<file path="src/sobm_pkg.sv">
`default_nettype none

package sobm_pkg;

  localparam int PIX_W      = 8;
  localparam int GRAD_W     = 11;
  localparam int MAG_W      = 11;
  localparam int RAD_W      = 2 * MAG_W;
  localparam int FW_W       = 11;
  localparam int FH_W       = 13;
  localparam int CFG_W      = 13;
  localparam int CFG_IDX_W  = 2;
  localparam int ROOT_STEPS = MAG_W;
  localparam int ROOT_CNT_W = $clog2(ROOT_STEPS);

  localparam int FRAME_WIDTH_RST  = 640;
  localparam int FRAME_HEIGHT_RST = 480;

  localparam logic [CFG_IDX_W-1:0] REG_FRAME_WIDTH  = 2'd0;
  localparam logic [CFG_IDX_W-1:0] REG_FRAME_HEIGHT = 2'd1;

  typedef enum logic [2:0] {
    ST_IDLE,
    ST_READ,
    ST_SQUARE,
    ST_ROOT,
    ST_DONE
  } ctrl_state_e;

  typedef struct packed {
    logic accept;     // take pixel, start line store read, step position
    logic grad;       // window + gradients, line store write back
    logic square;     // sum of squares, clear root unit
    logic root_step;  // one result bit of the square root
    logic load_out;   // move finished result into output register
  } dp_cmd_t;

  typedef struct packed {
    logic produce;    // current item yields a result
    logic out_busy;   // output register held by downstream stall
  } dp_status_t;

endpackage

`default_nettype wire

</file>
<file path="src/sobm_ctrl.sv">
`default_nettype none

module sobm_ctrl
  import sobm_pkg::*;
(
  input  wire logic       clk_i,
  input  wire logic       rst_ni,
  input  wire logic       in_valid_i,
  output logic            in_stall_o,
  input  wire dp_status_t status_i,
  output dp_cmd_t         cmd_o
);

  ctrl_state_e            state_q, state_d;
  logic [ROOT_CNT_W-1:0]  cnt_q, cnt_d;

  always_ff @(posedge clk_i or negedge rst_ni) begin
    if (!rst_ni) begin
      state_q <= ST_IDLE;
      cnt_q   <= '0;
    end else begin
      state_q <= state_d;
      cnt_q   <= cnt_d;
    end
  end

  always_comb begin
    state_d    = state_q;
    cnt_d      = cnt_q;
    cmd_o      = '0;
    in_stall_o = 1'b1;
    case (state_q)
      ST_IDLE: begin
        in_stall_o = 1'b0;
        if (in_valid_i) begin
          cmd_o.accept = 1'b1;
          state_d      = ST_READ;
        end
      end
      ST_READ: begin
        cmd_o.grad = 1'b1;
        state_d    = status_i.produce ? ST_SQUARE : ST_IDLE;
      end
      ST_SQUARE: begin
        cmd_o.square = 1'b1;
        cnt_d        = '0;
        state_d      = ST_ROOT;
      end
      ST_ROOT: begin
        cmd_o.root_step = 1'b1;
        cnt_d           = cnt_q + 1'b1;
        if (cnt_q == ROOT_CNT_W'(ROOT_STEPS - 1)) begin
          state_d = ST_DONE;
        end
      end
      ST_DONE: begin
        if (!status_i.out_busy) begin
          cmd_o.load_out = 1'b1;
          state_d        = ST_IDLE;
        end
      end
      default: begin
        state_d = ST_IDLE;
      end
    endcase
  end

endmodule

`default_nettype wire

</file>
<file path="config.mk">
export PLATFORM = sky130hd
export DESIGN_NAME = sobm_ctrl
export DESIGN_NICKNAME = d
export VERILOG_FILES = /design/src/sobm_pkg.sv /design/src/sobm_ctrl.sv
export SDC_FILE = /design/constraint.sdc
export NUM_CORES = 1
export LEC_CHECK = 0
export BUFFER_PORTS_ARGS = -buffer_cell sky130_fd_sc_hd__buf_2
export CORE_AREA = 5 5 42 44
export CTS_BUF_LIST = sky130_fd_sc_hd__clkbuf_2
export DETAILED_ROUTE_END_ITERATION = 7
export DIE_AREA = 0 0 47 49
export GPL_TIMING_DRIVEN = 0
export PLACE_DENSITY = 0.55
export SLEW_MARGIN = 30
export SYNTH_ARGS = -nofsm -noshare
export SYNTH_HDL_FRONTEND = slang
export SYNTH_SLANG_ARGS = --single-unit
</file>
<file path="constraint.sdc">
create_clock -name clk_i -period 1.5 [get_ports clk_i]
set_clock_uncertainty 0.2 [all_clocks]
set_input_delay 0.15 -clock clk_i [delete_from_list [all_inputs] [get_ports clk_i]]
set_output_delay 0.15 -clock clk_i [all_outputs]
set_load 0.02 [all_outputs]
</file>
==> impl_metrics.toml, run 1 <==
[run_status]
status = "complete, but fails checks"
violations = "negative setup slack"

[yosys]
yosys-mux-area-fraction = 0.0539
syn_inst = 38
synth_compound_area_frac = 0.0976
synthTopCellsByArea = "dfrtp_1 (47%), nand2_1 (7.1%), ha_1 (6.7%)"
ys_ff_latch = 7
syn_area_per_cell_um2 = 9.78
synth.largest_area_cell = "dfrtp_1"
synth_cell_types = 19
synth_top_family_by_area = "simple AND/OR/NAND/NOR gates"
netlist.area_leader.share = 0.471
synth_fp_nets = 45
ys_seq_area_frac = 0.471
synth-xor-area-share = 0
yosysWarnings = 0
synth_adder_area_share = 0.0673
synth-simple-area-share = 0.266
syn_area_um2 = 372

[drt]
antenna_left = 0
vias = 386
vias_per_cell = 4.60
drt_iter0_drc = 2
wl_per_cell_um = 11.9
drt-total-wl_mm = 1.00
drc = 0
drtPass1Iterations = 2

[clocking]
clk_latency_ns = 0.24
cts_tree = "yes"
cts_inserted_buffers = 3
clock-sinks = 7
clock_path_buffers = 2
cts_max_level = 1
root_buffer = "clkbuf_2"
clk_pin_slew_worst_paths_ns = 0.08

[floorplan]
fp.dieW_um = 47
rows = 14
dieArea_mm2 = 0.00230
start_util = 0.265
die_h_um = 49
coreArea_mm2 = 0.00140
pin_count = 11

[critical_path]
crit_top_cell = "buf_6"
slowest_stage = "dfrtp_2"
cp-end-kind = "output pin"
crit_path_start_kind = "flip-flop"
crit_fanout = 4
crit_chain = "buf_6 -> or3b_4 -> inv_2 -> buf_6"
r2r_slack_ns = -0.03
cp.required_ns = 1.15
cpPeakStageDelay_ns = 0.43
reg2regPathDepth = 5
rr_endpoint = "cnt_q[2]"
crit_type = "flip-flop to output pin"
r2r_start = "state_q[0]"
critPathArrivalTime_ns = 1.35

[flow_run]
max_cap_violations = 0

[final_layout]
diodes = 0
drive_gt1_frac = 0.574
nets = 76
syn_to_final_growth_pct = 90.9

[global_route]
grt_max_degree = 8
grt_use_met2 = 0.145
track_usage = 0.0981
grt_antenna_before_repair = 0
overflow = 0
busiest_layer = "met2"
use_met3 = 0.0258
grt_pass1_wl_mm = 1.66
use_met1 = 0.131
first_global_vias = 381

[power]
leakage_nw = 0.355
vdd_drop_max_mv = 1.03
p_per_area_mw_per_mm2 = 2080

[timing]
grt_setup_unrepaired = "true"
maxSlewHeadroom = 0.848
finalSetupViolCount = 9
whs_ns = 0.0711
min_period_ns = 1.70
clock.fmax_mhz = 590
setup_slack_ns = -0.196
finalCritPeriodShare = 1.13
drv_slew = 0
tightest_slew_ns = 0.228
hold_viol = 0

[placement]
gp_congestion = 0.648
dp_hpwl_um = 586
dp_slack_ns = -0.0742
port-buffer-count = 10

[min_path]
hold_class = "input port to async pin"
## cells in the final DEF (no fill, tap or decap), drive strengths merged
cell         count
nor4b            1
or2b             1
buf             22
a32o             1
o31ai            1
nand4            1
nand3b           1
mux2i            2
dfrtp            7
or3b             1
o21ai            3
nand3            1
inv              3
dlygate4sd3      4
nor3b            1
nand2            7
ha               2
clkbuf           4
nor2             3
clkinv           1
or3              1
## synthesized netlist by cell type
master and instances:
dfrtp_1 7, nand2_1 7, inv_1 3, nor2_1 3, ha_1 2, mux2i_1 2, o21ai_0 2, a32o_1 1
clkinv_2 1, nand3_1 1, nand3b_1 1, nand4_1 1, nor3b_1 1, nor4b_1 1, o21ai_2 1, o31ai_1 1
or2b_1 1, or3_2 1, or3b_4 1
## layer usage
metal,routed length [um],part of all wire
met1,422,0.42
met2,482,0.48
met3,55,0.055
met4,42,0.042
met5,0,0
## through the flow
step	instance area [um2]	TNS [ns]	std cells	utilization	total power [W]
global route	709	-1.14	84	0.506	0.00157
floorplan	385	-0.0171	38	-	0.000674
finish	709	-0.678	84	0.506	0.00148
detailed placement	455	-0.0822	64	0.325	0.000813
global placement	455	-0.0579	64	0.325	0.000805
CTS	664	-0.946	83	0.474	0.00137
## cell type report
cell class | instances | area, um2
repair buffers | 26 | 236
multi-input cells | 27 | 238
flip-flops and latches | 7 | 179
fillers | 130 | 692
inverters | 4 | 16.3
well taps | 16 | 20.0
clock buffers | 4 | 20.0
## report_power, final
part / total [W] / switching [W] / leakage, nW / internal, W
combinational: 0.000991 / 0.000427 / 0.250 / 0.000564
sequential: 0.000341 / 0.0000764 / 0.0882 / 0.000264
clock: 0.000144 / 0.0000732 / 0.0166 / 0.0000709
total: 0.00148 / 0.000577 / 0.355 / 0.000899
## cell families (layout without fill, tap and decap cells)
family	Yosys count	in the layout
flops	7	7
buf+inv	4	34
simple gates	18	18
mux	2	2
compound gates	5	5
fa+ha+maj	2	2
## registers in the layout, indices dropped and copies added (netlist names)
register,cells
state_q,3
cnt_q,4
## critical path: cells and delay by family, from the launching register on
family	cells	cell delay, ns
buf+inv	3	0.29
flops	1	0.43
simple gates	1	0.39
## worst max-delay path by stage
stage | startpoint | to | cells after the start
final | state_q[0] | cmd_o[2] | 4
after global routing | state_q[0] | cmd_o[2] | 4
after CTS | state_q[0] | cmd_o[2] | 4
after detailed placement | state_q[2] | cmd_o[4] | 3
after global placement | state_q[2] | cmd_o[4] | 3
after floorplan | state_q[2] | cmd_o[4] | 2
## repair_timing
| item | in CTS | in global routing |
|---|---|---|
| hold buffers | 4 | 0 |
| gates cloned | 0 | 0 |
| endpoints found under the hold margin | 10 | 0 |
| buffers inserted | 11 | 2 |
| endpoints found under the setup margin | 6 | 11 |
| resized for setup | 22 | 7 |
| pin swaps | 4 | 2 |
(Power assumes the default switching activity.)
==> run 2, diff against run 1 <==
- clock period: 1.5 -> 2.1 ns (I/O delays scaled with it)
==> run 2 against run 1 <==
  * The flow now finishes without violations
  * Wire length down 27%
  * Via count is 17% lower
  * First-iteration DRC count grew to 2.5 times the previous value
  * Cell area shrank 32%
  * Core utilization down 16 points
==> impl_metrics.toml, run 2 (synthesis gave the netlist of run 1 again) <==
[drt]
dr_wl_met2_um = 288
drtPass1Iterations = 4
drt-total-wl_um = 734
drc = 0
drt_iter0_drc = 5
wl_per_cell_um = 10.5
vias = 319
met1Wirelength_um = 375
wl_met3_um = 70
antenna_left = 0
vias_per_cell = 4.56
top_layer = "met3"

[critical_path]
cp-end-kind = "output pin"
cpPeakStageDelay_ns = 0.51
r2r_start = "state_q[2]"
crit_fanout = 8
cp.required_ns = 1.69
critPathArrivalTime_ns = 1.45
crit_path_start_kind = "flip-flop"
crit_start = "state_q[2]"
crit_chain = "or3_2 -> nor2_1 -> buf_2"
slowest_stage = "or3_2"
crit_type = "flip-flop to output pin"

[clocking]
clk_pin_slew_worst_paths_ns = 0.07
cts_resized = 0
cts_inserted_buffers = 3
clock_path_buffers = 2
clock-sinks = 7
clk_latency_ns = 0.23
cts_max_level = 1
cts_setup_buffers = 0
cts_hold_buf = 2
root_buffer = "clkbuf_2"
cts_tree = "yes"

[final_layout]
syn_to_final_growth_pct = 29.6
fill_cells = 151
regArea_um2 = 175
final_cell_mix = "buf_2 (10), nand2_1 (7), dfrtp_1 (7)"
regMostFlops = "cnt_q"
nets = 62
drive_gt1_frac = 0.333
mostFrequentLayoutCell = "buf_2"
finalNonFillerCells = 70
diodes = 0
largest_reg_flops = 4
multi_input_area_um2 = 180
design_area_um2 = 482
reg_top3 = "cnt_q: 4 flops, state_q: 3 flops"

[power]
switchingPower_w = 0.000297
leakage_nw = 0.263
clkPwrFrac = 0.155
p_per_area_mw_per_mm2 = 1370
vdd_drop_max_mv = 0.497
netSwitchingFraction = 0.450
p_int_w = 0.000363
comb_power_share = 0.456
seqPwrFrac = 0.389

[placement]
dp.cells = 64
dpl_cell_area_um2 = 442
gp_congestion = 0.660
dp_hpwl_um = 544
dp_slack_ns = 0.506
port-buffer-count = 10

[floorplan]
die_h_um = 49
start_util = 0.265
fp.dieW_um = 47
coreArea_mm2 = 0.00140
pin_count = 11
rows = 14
dieArea_mm2 = 0.00230

[timing]
grt_setup_unrepaired = "false"
drv_slew = 0
hold_viol = 0
finalCritPeriodShare = 0.884
min_period_ns = 1.86
finalSetupViolCount = 0
maxSlewHeadroom = 0.849
setup_slack_ns = 0.244
tightest_slew_ns = 0.223
tns_ns = 0
clock.fmax_mhz = 539

[min_path]
min_from = "status_i[0]"
hold_class = "input port to flip-flop"

[global_route]
grt_antenna_before_repair = 0
track_usage = 0.0759
first_global_vias = 301
grt_pass1_wl_mm = 1.26
overflow = 0
grt_max_degree = 9

[flow_run]
max_cap_violations = 0

[run_status]
status = "finished clean"
run 2: changes by cell type in the layout (fill, tap and decap cells not counted), sizes merged:
cell         before  now
buf              22   10
dlygate4sd3       4    2
run 2: critical path: cells and delay by family (launching register included):
family | cells | cell delay [ns]
and+or+nand+nor | 2 | 0.60
DFF | 1 | 0.45
buffers and inverters | 1 | 0.16
run 2: cell type report:
cell class | count | share of cell area
multi-input cells | 27 | 0.374
flip-flops and latches | 7 | 0.364
repair buffers | 12 | 0.145
clock buffers | 4 | 0.0416
well taps | 16 | 0.0416
inverters | 4 | 0.0338
run 2: metrics by stage:
| step | hold WS, ns | util | total power [W] |
|---|---|---|---|
| 3_3_place_gp | -0.147 | 0.315 | 0.000560 |
| 5_1_grt | 0.0509 | 0.344 | 0.000718 |
| 6_report | 0.0426 | 0.344 | 0.000661 |
| 3_5_place_dp | -0.143 | 0.315 | 0.000560 |
| 4_1_cts | 0.0265 | 0.344 | 0.000669 |
| 2_1_floorplan | -0.286 | - | 0.000465 |
run 2: layer usage:
metal	global-route usage	vias to the layer above
met1	0.112	142
met3	0.0221	0
li1	-	162
met5	0	-
met2	0.0882	15
met4	0.0553	0
run 2: worst paths after layout:
path | end | cells after the start | slack, ns
hold reg to reg | cnt_q[3] | 1 | 0.28
max in group asynchronous | cnt_q[3] | 2 | 1.40
hold / removal | state_q[2] | 2 | 0.04
setup reg to reg | state_q[2] | 4 | 0.72
min in group asynchronous | cnt_q[0] | 2 | 0.14
setup / recovery | cmd_o[4] | 3 | 0.24
run 2: power by group through the flow:
stage	Combinational, W	Sequential (W)	Clock [W]
2_1_floorplan	0.000227	0.000237	0
5_1_grt	0.000342	0.000268	0.000109
3_3_place_gp	0.000300	0.000260	0
4_1_cts	0.000307	0.000255	0.000107
3_5_place_dp	0.000301	0.000259	0
6_report	0.000301	0.000257	0.000102
